**src/hw/rtl/plb_pkg.sv**
```systemverilog
`timescale 1ns / 1ps
// ----------------------------------------------------------------------------
// plb_pkg
// Types shared by the price level book update core and its submodules.
// ----------------------------------------------------------------------------
package plb_pkg;

    localparam int PX_W  = 48;
    localparam int QIN_W = 48;
    localparam int QTY_W = 47;

    localparam logic SIDE_BID = 1'b0;
    localparam logic SIDE_ASK = 1'b1;

    typedef struct packed {
        logic                    snapshot_start;
        logic                    side;
        logic [PX_W-1:0]         price;
        logic signed [QIN_W-1:0] quantity;
    } t_in_item;

    typedef struct packed {
        logic             bid_valid;
        logic [PX_W-1:0]  best_bid_price;
        logic [QTY_W-1:0] best_bid_qty;
        logic             ask_valid;
        logic [PX_W-1:0]  best_ask_price;
        logic [QTY_W-1:0] best_ask_qty;
        logic             not_crossed;
        logic             overflow;
    } t_out_item;

    // Classified event as it waits in the queue.
    typedef struct packed {
        logic             snap;
        logic             side;
        logic             remove;
        logic [PX_W-1:0]  price;
        logic [QTY_W-1:0] qty;
    } t_cmd;

    // Top of one side of the book.
    typedef struct packed {
        logic             valid;
        logic [PX_W-1:0]  price;
        logic [QTY_W-1:0] qty;
    } t_side_top;

endpackage

```
**src/hw/rtl/plb_front.sv**
```systemverilog
`timescale 1ns / 1ps
// ----------------------------------------------------------------------------
// plb_front
// Accepts events, classifies them as delete or insert/overwrite, and holds
// them in a two-entry queue for the back end.
// ----------------------------------------------------------------------------
module plb_front (
    input  logic              i_clk,
    input  logic              i_rst_n,
    input  logic              i_start,
    output logic              o_busy,
    input  plb_pkg::t_in_item i_item,
    output logic              o_cmd_valid,
    output plb_pkg::t_cmd     o_cmd,
    input  logic              i_cmd_pop
);
    import plb_pkg::*;

    t_cmd       r_q [2];
    logic       r_wptr;
    logic       r_rptr;
    logic [1:0] r_cnt;
    logic       push;
    t_cmd       cls;

    assign o_busy      = (r_cnt == 2'd2);
    assign push        = i_start && !o_busy;
    assign o_cmd_valid = (r_cnt != 2'd0);
    assign o_cmd       = r_q[r_rptr];

    // A quantity of zero or with the sign bit set deletes the level.
    always_comb begin
        cls.snap   = i_item.snapshot_start;
        cls.side   = i_item.side;
        cls.remove = (i_item.quantity == '0) || i_item.quantity[QIN_W-1];
        cls.price  = i_item.price;
        cls.qty    = i_item.quantity[QTY_W-1:0];
    end

    always_ff @(posedge i_clk) begin
        if (push) begin
            r_q[r_wptr] <= cls;
        end
    end

    always_ff @(posedge i_clk) begin
        if (!i_rst_n) begin
            r_wptr <= 1'b0;
            r_rptr <= 1'b0;
            r_cnt  <= 2'd0;
        end else begin
            if (push) begin
                r_wptr <= ~r_wptr;
            end
            if (i_cmd_pop) begin
                r_rptr <= ~r_rptr;
            end
            case ({push, i_cmd_pop})
                2'b10:   r_cnt <= r_cnt + 2'd1;
                2'b01:   r_cnt <= r_cnt - 2'd1;
                default: r_cnt <= r_cnt;
            endcase
        end
    end

endmodule

```
**config.mk**
```make
export PLATFORM = sky130hd
export DESIGN_NAME = plb_front
export DESIGN_NICKNAME = d
export VERILOG_FILES = /design/src/hw/rtl/plb_pkg.sv /design/src/hw/rtl/plb_front.sv
export SDC_FILE = /design/constraint.sdc
export NUM_CORES = 1
export LEC_CHECK = 0
export BUFFER_PORTS_ARGS = -buffer_cell sky130_fd_sc_hd__buf_4
export CAP_MARGIN = 5
export CORE_ASPECT_RATIO = 1.4
export CORE_UTILIZATION = 47
export CTS_CLUSTER_DIAMETER = 60
export DETAILED_ROUTE_END_ITERATION = 8
export PLACE_DENSITY = 0.74
export SETUP_SLACK_MARGIN = 0.15
export SKIP_LAST_GASP = 1
export SLEW_MARGIN = 25
export SYNTH_ARGS = -nofsm -noshare
export SYNTH_HDL_FRONTEND = slang
export SYNTH_SLANG_ARGS = --single-unit
export TNS_END_PERCENT = 5
```
**constraint.sdc**
```tcl
create_clock -name i_clk -period 3.4 [get_ports i_clk]
set_input_delay 0.34 -clock i_clk [delete_from_list [all_inputs] [get_ports i_clk]]
set_output_delay 0.34 -clock i_clk [all_outputs]
set_load 0.1 [all_outputs]
```
==> impl_metrics.py, run 1 <==
metrics = {
    "outcome": {
        "status": "completed",
    },
    "global_route": {
        "grt_pass1_vias": 4228,
        "grt_pass1_wl_mm": 21.2,
        "grt_start_max_net_pins": 82,
        "antenna_found_initial": 0,
        "grt_util_all_layers_pct": 17.1,
        "overflow": 0,
    },
    "clock_network": {
        "cts_made_buffers": 19,
        "hold_buffers": 0,
        "path_clk_slew_ns": 0.07,
        "cts_resized": 0,
        "htreeDepth": 1,
        "cts_buffer_depth": 3,
        "clock-sinks": 201,
        "clock_latency_ns": 0.48,
        "cts-root-buf": "clkbuf_16",
        "cts_setup_buffers": 0,
        "cts_tree": "done",
    },
    "layout": {
        "drive_gt1_share_pct": 58.6,
        "diodes": 0,
        "final_net_count": 667,
        "final_area_sq_um": 9750,
        "syn2layout_area_growth_pct": 31.9,
    },
    "power": {
        "p_leak_uw": 0.00362,
        "p_per_area_nw_per_um2": 730,
        "peakVddDrop_uv": 510,
        "fin_total_pwr_uw": 7110,
    },
    "die": {
        "core_area_sq_um": 15200,
        "die_area_sq_um": 16200,
        "start_util_pct": 48.7,
        "die_y_um": 150,
        "die_w_um": 108,
        "ioPinCount": 202,
        "rows": 53,
    },
    "timing": {
        "rsz0062_at_grt": "false",
        "max_freq_ghz": 0.388,
        "worst_slew_pin_slew_ns": 0.746,
        "relSlewSlack_pct": 50.3,
        "slew_violations": 0,
        "hold_violations": 0,
        "finalSetupViolCount": 0,
        "period_minus_slack_ns": 2.58,
        "period_share_pct": 75.8,
        "fin_setup_tns_ns": 0,
        "clock_skew_ns": 0.00874,
    },
    "logic_synthesis": {
        "synth_cell_types": 22,
        "yosysTopAreaCellShare_pct": 79.6,
        "ys_seq_area_share_pct": 81.0,
        "postSynthAreaPerCell_sq_um": 21.2,
        "syn_inst": 348,
        "synth_top_area_cell": "edfxtp_1",
        "yosysWarnings": 0,
        "synth_flop_cell": "edfxtp_1",
        "synth_area_sq_um": 7390,
        "ys_async_sr_fraction_pct": 0,
        "synthTopCellsByArea": "edfxtp_1 (80%), mux2_2 (15%), dfxtp_1 (1.4%), nor4_1 (1.0%), buf_2 (0.54%)",
        "synth_fp_nets": 451,
        "synth_edf_count": 196,
        "ys_seq_elements": 201,
    },
    "place": {
        "gp_congestion": 0.739,
        "place_area_sq_um": 9150,
        "port_buffers": 201,
        "place_hpwl_mm": 9.36,
    },
    "setup_path": {
        "end_kind": "output pin",
        "cp.arrival_ns": 2.24,
        "crit_fanout": 51,
        "cp-start-kind": "flip-flop",
        "critPathRequiredTime_ns": 3.06,
        "critPathKind": "flip-flop to output pin",
    },
    "routing": {
        "initialDrtViolationCount": 131,
        "antenna_left": 0,
        "finalWirelength_mm": 14.0,
        "via_per_inst": 5.11,
        "firstDrtPassIters": 4,
        "drc": 0,
        "routedWlPerCell_um": 18.2,
        "vias": 3928,
    },
    "flow_run": {
        "drv_cap": 0,
    },
    "worst_hold_path": {
        "hold_path.class": "input port to flip-flop",
    },
}
-- critical path, cell delays in order, from the launching register on --
cell	delay [ns]
dfxtp_4	0.80
buf_4	0.35
mux2_2	0.37
buf_4	0.23
-- flip-flops by register name, summed over array words and instances (netlist names), named ones only --
| signal | count |
|---|---|
| r_q | 196 |
| r_cnt | 2 |
| r_wptr | 1 |
| r_rptr | 1 |
-- cell usage after synthesis (2+ instances only) --
cell type,count
mux2_2,97
a21oi_1,2
buf_6,3
edfxtp_1,196
nor2_1,3
inv_1,4
nand4_1,3
xnor2_1,2
buf_2,8
or3_1,2
nor4_1,12
o21ai_0,2
dfxtp_1,5
-- final timing paths --
path	slack (ns)	cells after the start	endpoint	from
worst max-delay path	0.82	3	o_cmd[47]	flip-flop
worst min-delay path	0.05	1	r_q[0][89]$_DFFE_PP_	i_item[90]
worst max register to register	1.25	5	r_q[0][96]$_DFFE_PP_	r_cnt[0]$_SDFFE_PN0P_
worst min register to register	0.53	2	flip-flop	r_rptr$_SDFFE_PN0P_
-- power by group --
part | internal, uW | switching (uW) | total, uW
registers | 2980 | 74.3 | 3050
logic | 471 | 1560 | 2030
clock network | 1180 | 848 | 2030
-- stage by stage --
step	utilization [%]	std cells	hold slack [ns]	setup slack, ns
CTS	64.2	769	0.0227	0.776
floorplan	-	348	0.439	0.0952
global placement	60.3	735	0.484	1.32
detailed placement	60.3	735	0.504	1.27
finish	64.2	769	0.0479	0.821
global route	64.2	769	0.0252	0.703
-- cell families after synthesis --
kind of cell / Yosys count / share of synthesized area (%)
muxes: 98 / 14.9
DFF: 201 / 81.0
xor gates and xnor gates: 3 / 0.356
buffers and inverters: 16 / 1.25
and+or+nand+nor: 24 / 1.93
adders and majority gates: 1 / 0.169
AOI/OAI and AO/OA: 5 / 0.372
-- placed cells by master, fill, tap and decap left out --
master | netlist | routed
nand4_1 | 3 | 3
or3_1 | 2 | 2
and3_4 | 0 | 1
inv_2 | 1 | 1
edfxtp_1 | 196 | 196
xnor2_1 | 2 | 2
nor2_1 | 3 | 3
clkbuf_1 | 0 | 2
clkinv_1 | 0 | 3
o21ai_0 | 2 | 2
mux2_2 | 97 | 97
bufinv_16 | 0 | 2
or2_2 | 1 | 1
buf_12 | 0 | 3
nor4_1 | 12 | 12
nand2b_2 | 1 | 1
nand2_1 | 1 | 1
ha_1 | 1 | 1
xor2_1 | 1 | 1
dfxtp_4 | 0 | 1
a21oi_1 | 2 | 2
inv_1 | 4 | 3
clkinv_2 | 0 | 7
inv_6 | 0 | 1
mux2_1 | 1 | 1
buf_4 | 0 | 203
clkinvlp_4 | 0 | 1
clkbuf_16 | 0 | 19
dfxtp_1 | 5 | 4
o31ai_1 | 1 | 1
-- per-layer routing --
metal / share of wire, % / track usage, % / vias up
met5: 0 / 0 / -
met2: 52 / 30.4 / 159
met1: 38 / 19.5 / 1924
li1: - / - / 1820
met3: 8.1 / 5.19 / 25
met4: 2.1 / 5.68 / 0
-- layout make-up --
type	count	area, sq um
clock buffers	21	483
clock inverters	13	115
fillers	1095	5430
inverters	5	22.5
multi-input cells	131	1320
flip-flops and latches	201	5990
well taps	192	240
repair buffers	206	1580
Power figures use the tool's default switching activity.
==> run 2: changes to the inputs <==
--- a/config.mk
+++ b/config.mk
@@ -8,10 +8,10 @@
 export BUFFER_PORTS_ARGS = -buffer_cell sky130_fd_sc_hd__buf_4
 export CAP_MARGIN = 5
 export CORE_ASPECT_RATIO = 1.4
-export CORE_UTILIZATION = 47
+export CORE_UTILIZATION = 50
 export CTS_CLUSTER_DIAMETER = 60
 export DETAILED_ROUTE_END_ITERATION = 8
-export PLACE_DENSITY = 0.74
+export PLACE_DENSITY = 0.75
 export SETUP_SLACK_MARGIN = 0.15
 export SKIP_LAST_GASP = 1
 export SLEW_MARGIN = 25
==> constraint.sdc (replaced) <==
create_clock -name i_clk -period 2.6 [get_ports i_clk]
set_input_delay 0.26 -clock i_clk [delete_from_list [all_inputs] [get_ports i_clk]]
set_output_delay 0.26 -clock i_clk [all_outputs]
set_load 0.1 [all_outputs]
==> run 2 against run 1 <==
Sequential power increased by 30%. Clock power increased by 21%. Global-route usage increased by 4.3 points. Total power increased by 31%. Highest routed layer unchanged. Register-to-register slack got worse by 0.69 ns. Largest power group unchanged. Critical path type unchanged. Sequential cell count unchanged. Cell count increased by 13%. Count of clock-buffer cells in the layout increased by 6. Combinational power increased by 41%. Largest cell class unchanged.
==> impl_metrics.py, run 2 (same netlist as run 1, synthesis figures left out) <==
metrics = {
    "outcome": {
        "status": "completed",
    },
    "layout": {
        "reg_top3": "r_q x196, r_cnt x2",
        "finish.utilization_pct": 74.4,
        "final_net_count": 768,
        "largest_reg_flops": 196,
        "diodes": 0,
        "layout.cells.most_common": "buf_4",
        "final_area_sq_um": 10800,
        "syn2layout_area_growth_pct": 45.5,
        "drive_gt1_share_pct": 50.1,
        "largest-register": "r_q",
        "final_cell_mix": "buf_4 (204), edfxtp_1 (196), mux2_2 (97), dlygate4sd3_1 (97), clkbuf_16 (19)",
    },
    "setup_path": {
        "crit_top_cell": "buf_4",
        "cp-start-kind": "flip-flop",
        "crit_slowest_cell": "dfxtp_4",
        "end_kind": "output pin",
        "critPathKind": "flip-flop to output pin",
        "critPathRequiredTime_ns": 2.34,
        "critical_path.max_stage_delay_ns": 0.52,
        "cp_cell_sequence": "buf_4 -> mux2_2 -> buf_4",
        "crit_fanout": 23,
        "cp.arrival_ns": 2.00,
    },
    "place": {
        "dp_slack_ns": 0.559,
        "port_buffers": 201,
        "place_hpwl_mm": 9.79,
        "gp_congestion": 0.726,
        "place_area_sq_um": 9220,
    },
    "clock_network": {
        "clock_latency_ns": 0.47,
        "clock-sinks": 201,
        "htreeDepth": 1,
        "cts_buffer_depth": 3,
        "cts_resized": 0,
        "cts_tree": "done",
        "cts-root-buf": "clkbuf_16",
        "cts_made_buffers": 19,
        "path_clk_slew_ns": 0.06,
    },
    "flow_run": {
        "drv_cap": 0,
    },
    "routing": {
        "drc": 0,
        "vias": 4359,
        "firstDrtPassIters": 4,
        "via_per_inst": 5.03,
        "antenna_left": 0,
        "routedWlPerCell_um": 19.0,
        "initialDrtViolationCount": 144,
        "finalWirelength_mm": 16.5,
    },
    "timing": {
        "max_freq_ghz": 0.443,
        "slew_violations": 0,
        "rsz0062_at_grt": "false",
        "relSlewSlack_pct": 58.2,
        "fin_setup_tns_ns": 0,
        "hold_violations": 0,
        "finalSetupViolCount": 0,
        "period_share_pct": 86.8,
        "period_minus_slack_ns": 2.26,
        "worst_slack_ns": 0.343,
        "clock_skew_ns": 0.00642,
        "worst_slew_pin_slew_ns": 0.626,
    },
    "global_route": {
        "overflow": 0,
        "grt_pass1_vias": 4833,
        "grt_util_all_layers_pct": 21.5,
        "grt_start_max_net_pins": 48,
        "grt_pass1_wl_mm": 25.2,
        "antenna_found_initial": 0,
    },
    "power": {
        "peakVddDrop_uv": 605,
        "switching_share_pct": 35.3,
        "power.share.sequential_pct": 42.8,
        "p_leak_uw": 0.00403,
        "p_per_area_nw_per_um2": 866,
        "power.switching_uw": 3290,
        "clockPowerShare_pct": 26.4,
        "power_frac_comb_pct": 30.8,
        "p_int_uw": 6020,
    },
    "die": {
        "die_area_sq_um": 15300,
        "start_util_pct": 51.2,
        "die_y_um": 146,
        "die_w_um": 105,
        "core_area_sq_um": 14400,
        "ioPinCount": 202,
        "rows": 52,
    },
    "worst_hold_path": {
        "hold_path.class": "input port to flip-flop",
    },
}
-- run 2: cell types whose count changed in the layout (fill, tap and decap cells not counted), sizes merged --
cell / change
inv: -1
dlygate4sd3: +97
clkinv: -4
clkbuf: +6
buf: +4
bufinv: -2
-- run 2: worst paths after layout --
path / from / endpoint / slack (ns) / cells past startpoint
min reg2reg: r_rptr$_SDFFE_PN0P_ / r_rptr$_SDFFE_PN0P_ / 0.52 / 2
max: flip-flop / o_cmd[36] / 0.34 / 3
min: i_cmd_pop / r_rptr$_SDFFE_PN0P_ / 0.07 / 3
max reg2reg: r_cnt[0]$_SDFFE_PN0P_ / r_q[0][87]$_DFFE_PP_ / 0.56 / 5
-- run 2: power by group through the flow --
stage                     Sequential, uW  Combinational, uW  Clock [uW]
after floorplan                     4020               2130           0
after global placement              4030               2700           0
after detailed placement            4050               2730           0
after CTS                           3990               2860        2500
after global routing                4000               2950        2630
final                               3980               2870        2460
-- run 2: per-layer routing --
| layer | track usage (%) | up-vias | part of all wire (%) |
|---|---|---|---|
| li1 | - | 2019 | - |
| met1 | 24.4 | 2125 | 36 |
| met2 | 39.6 | 176 | 54 |
| met3 | 4.70 | 39 | 6.5 |
| met4 | 7.39 | 0 | 2.7 |
| met5 | 0 | - | 0 |
-- run 2: through the flow --
stage	hold WS [ns]	instances	total power (uW)
2_1_floorplan	0.359	348	6150
3_3_place_gp	0.446	735	6730
3_5_place_dp	0.448	735	6780
4_1_cts	0.0546	865	9340
5_1_grt	0.0924	866	9580
6_report	0.0715	866	9300
-- run 2: cell type report --
class                      instances  area (sq um)
timing repair buffer             307          2620
inverter                           5          35.0
clock inverter                     6          27.5
clock buffer                      27           515
fill                             846          3690
multi-input combinational        131          1330
tap                              189           236
sequential                       201          5990
-- run 2: repair_timing --
action / 4_1_cts / 5_1_grt
setup endpoints to repair: 0 / 23
hold buffers: 97 / 0
hold endpoints to repair: 194 / 0
buffers inserted: 0 / 1
-- run 2: critical path: cells and delay by family, from the launching register on --
kind / cells / cell delay (ns)
DFF: 1 / 0.52
muxes: 1 / 0.40
buffers and inverters: 2 / 0.61
==> run 3: changes to the inputs <==
==> constraint.sdc (replaced) <==
create_clock -name i_clk -period 2.6 [get_ports i_clk]
set_input_delay 0.78 -clock i_clk [delete_from_list [all_inputs] [get_ports i_clk]]
set_output_delay 0.78 -clock i_clk [all_outputs]
set_load 0.1 [all_outputs]
==> run 3 against run 2 <==
Setup slack got worse by 0.24 ns. Register-to-register slack gained 0.31 ns. Clock power rose by 3%. Critical path type unchanged.
==> impl_metrics.py, run 3 (same netlist as run 1, synthesis figures left out) <==
metrics = {
    "outcome": {
        "status": "completed",
    },
    "die": {
        "core_area_sq_um": 14400,
        "start_util_pct": 51.2,
        "rows": 52,
        "ioPinCount": 202,
        "die_y_um": 146,
        "die_area_sq_um": 15300,
        "die_w_um": 105,
    },
    "layout": {
        "final_cells": 778,
        "layout.cells.most_common": "edfxtp_1",
        "largest-register": "r_q",
        "seqCellArea_sq_um": 5990,
        "final_area_sq_um": 10400,
        "fill_cells": 903,
        "final_cell_mix": "edfxtp_1 (196), buf_4 (116), mux2_2 (95)",
        "final_net_count": 681,
        "drive_gt1_share_pct": 59.8,
        "syn2layout_area_growth_pct": 40.4,
        "diodes": 0,
        "reg_top3": "r_q x196, r_cnt x2",
        "finish.utilization_pct": 71.8,
        "multi_input_area_sq_um": 1330,
        "largest_reg_flops": 196,
    },
    "place": {
        "port_buffers": 201,
        "place_hpwl_mm": 9.97,
        "gp_congestion": 0.742,
        "place_area_sq_um": 9270,
        "dp.cells": 737,
    },
    "routing": {
        "drc": 0,
        "via_per_inst": 5.24,
        "routedWlPerCell_um": 19.8,
        "antenna_left": 0,
        "firstDrtPassIters": 4,
        "finalWirelength_mm": 15.4,
        "initialDrtViolationCount": 127,
        "vias": 4079,
    },
    "power": {
        "switching_share_pct": 35.0,
        "power.switching_uw": 3330,
        "p_per_area_nw_per_um2": 917,
        "peakVddDrop_uv": 718,
        "p_leak_uw": 0.00385,
        "clockPowerShare_pct": 26.7,
        "power_frac_comb_pct": 31.6,
        "p_int_uw": 6180,
        "power.share.sequential_pct": 41.7,
    },
    "global_route": {
        "gr-usage-met3_pct": 4.03,
        "use_met2_pct": 35.0,
        "grt_util_met1_pct": 21.0,
        "grt_pass1_vias": 4330,
        "grt_util_all_layers_pct": 19.0,
        "overflow": 0,
        "grt_start_max_net_pins": 47,
        "antenna_found_initial": 0,
        "grt_pass1_wl_mm": 22.2,
        "top_usage_layer": "met2",
    },
    "setup_path": {
        "r2r-end": "r_q[0][66]$_DFFE_PP_",
        "cp.depth": 4,
        "path_buf_inv": 3,
        "critPathTopFamily": "buffers and inverters",
        "reg2reg_slack_ns": 0.87,
        "crit_fanout": 10,
        "critPathKind": "flip-flop to output pin",
        "cp.arrival_ns": 1.72,
        "r2r_cells": 5,
        "timing.rr.start": "r_cnt[0]$_SDFFE_PN0P_",
        "critPathRequiredTime_ns": 1.82,
        "crit_end": "o_cmd[8]",
        "cp_cell_sequence": "buf_12 -> clkbuf_16 -> mux2_2 -> buf_6",
        "cp-start-kind": "flip-flop",
        "end_kind": "output pin",
        "crit_slowest_cell": "dfxtp_4",
        "critical_path.max_stage_delay_ns": 0.38,
    },
    "timing": {
        "rsz0062_at_grt": "true",
        "relSlewSlack_pct": 68.5,
        "max_freq_ghz": 0.400,
        "fin_setup_tns_ns": 0,
        "period_minus_slack_ns": 2.50,
        "period_share_pct": 96.2,
        "worst_slew_pin_slew_ns": 0.469,
        "clock_skew_ns": 0.0137,
        "slew_violations": 0,
        "holdWs_ns": 0.482,
        "hold_violations": 0,
        "finalSetupViolCount": 0,
    },
    "clock_network": {
        "path_clk_slew_ns": 0.07,
        "hold_buffers": 0,
        "cts_tree": "done",
        "cts_made_buffers": 19,
        "cts-root-buf": "clkbuf_16",
        "clock_latency_ns": 0.48,
        "htreeDepth": 1,
        "clock-sinks": 201,
        "cts_buffer_depth": 3,
    },
    "worst_hold_path": {
        "hold_path.class": "input port to flip-flop",
    },
    "flow_run": {
        "drv_cap": 0,
    },
}
run 3: cell types whose count changed in the layout (fill, tap and decap cells not counted), moves of 3 or more:
cell,before,now
clkbuf_1,7,2
buf_4,204,116
inv_6,0,3
buf_8,1,5
buf_6,0,84
buf_12,5,11
dlygate4sd3_1,97,0
clkbuf_16,19,22
run 3: area by class of cell:
class                      count  share of cell area, %
multi-input combinational    131                   12.8
clock buffer                  21                   4.66
sequential                   201                   57.7
clock inverter                11                  0.832
inverter                       5                  0.338
timing repair buffer         220                   21.3
tap                          189                   2.28
run 3: how the worst min path moves through the flow:
stage / startpoint / endpoint / slack [ns] / depth (start not counted)
floorplan: r_wptr$_SDFFE_PN0P_ / r_wptr$_SDFFE_PN0P_ / 0.46 / 2
global placement: r_wptr$_SDFFE_PN0P_ / r_wptr$_SDFFE_PN0P_ / 0.48 / 2
detailed placement: r_wptr$_SDFFE_PN0P_ / r_wptr$_SDFFE_PN0P_ / 0.52 / 2
CTS: i_item[95] / r_q[0][94]$_DFFE_PP_ / 0.47 / 1
global route: i_item[80] / r_q[0][79]$_DFFE_PP_ / 0.47 / 1
finish: i_item[73] / r_q[0][72]$_DFFE_PP_ / 0.48 / 1
run 3: power by group through the flow:
stage / Sequential, uW / Combinational [uW] / Clock, uW
finish: 3970 / 3000 / 2540
global route: 3990 / 3080 / 2710
CTS: 3970 / 2770 / 2590
detailed placement: 4040 / 2750 / 0
global placement: 4030 / 2720 / 0
floorplan: 4020 / 2120 / 0
run 3: per-layer routing:
| layer | wire length [um] | vias up |
|---|---|---|
| li1 | - | 1858 |
| met5 | 0 | - |
| met4 | 466 | 0 |
| met2 | 8400 | 171 |
| met3 | 968 | 33 |
| met1 | 5560 | 2017 |
run 3: worst register-to-register path: cells and delay by family (launching register included):
family	cells	cell delay (ns)
and+or+nand+nor	2	0.56
DFF	1	0.39
buffers and inverters	3	0.46
run 3: what timing repair did:
action | 4_1_cts | 5_1_grt
cloned | 0 | 3
resized for setup | 0 | 107
setup buffers | 3 | 3
setup endpoints to repair | 86 | 98
run 3: through the flow:
stage | setup WS (ns) | total power, uW
floorplan | -0.135 | 6140
global placement | 0.421 | 6750
detailed placement | 0.388 | 6790
CTS | 0.0592 | 9330
global route | 0.0536 | 9770
finish | 0.100 | 9510
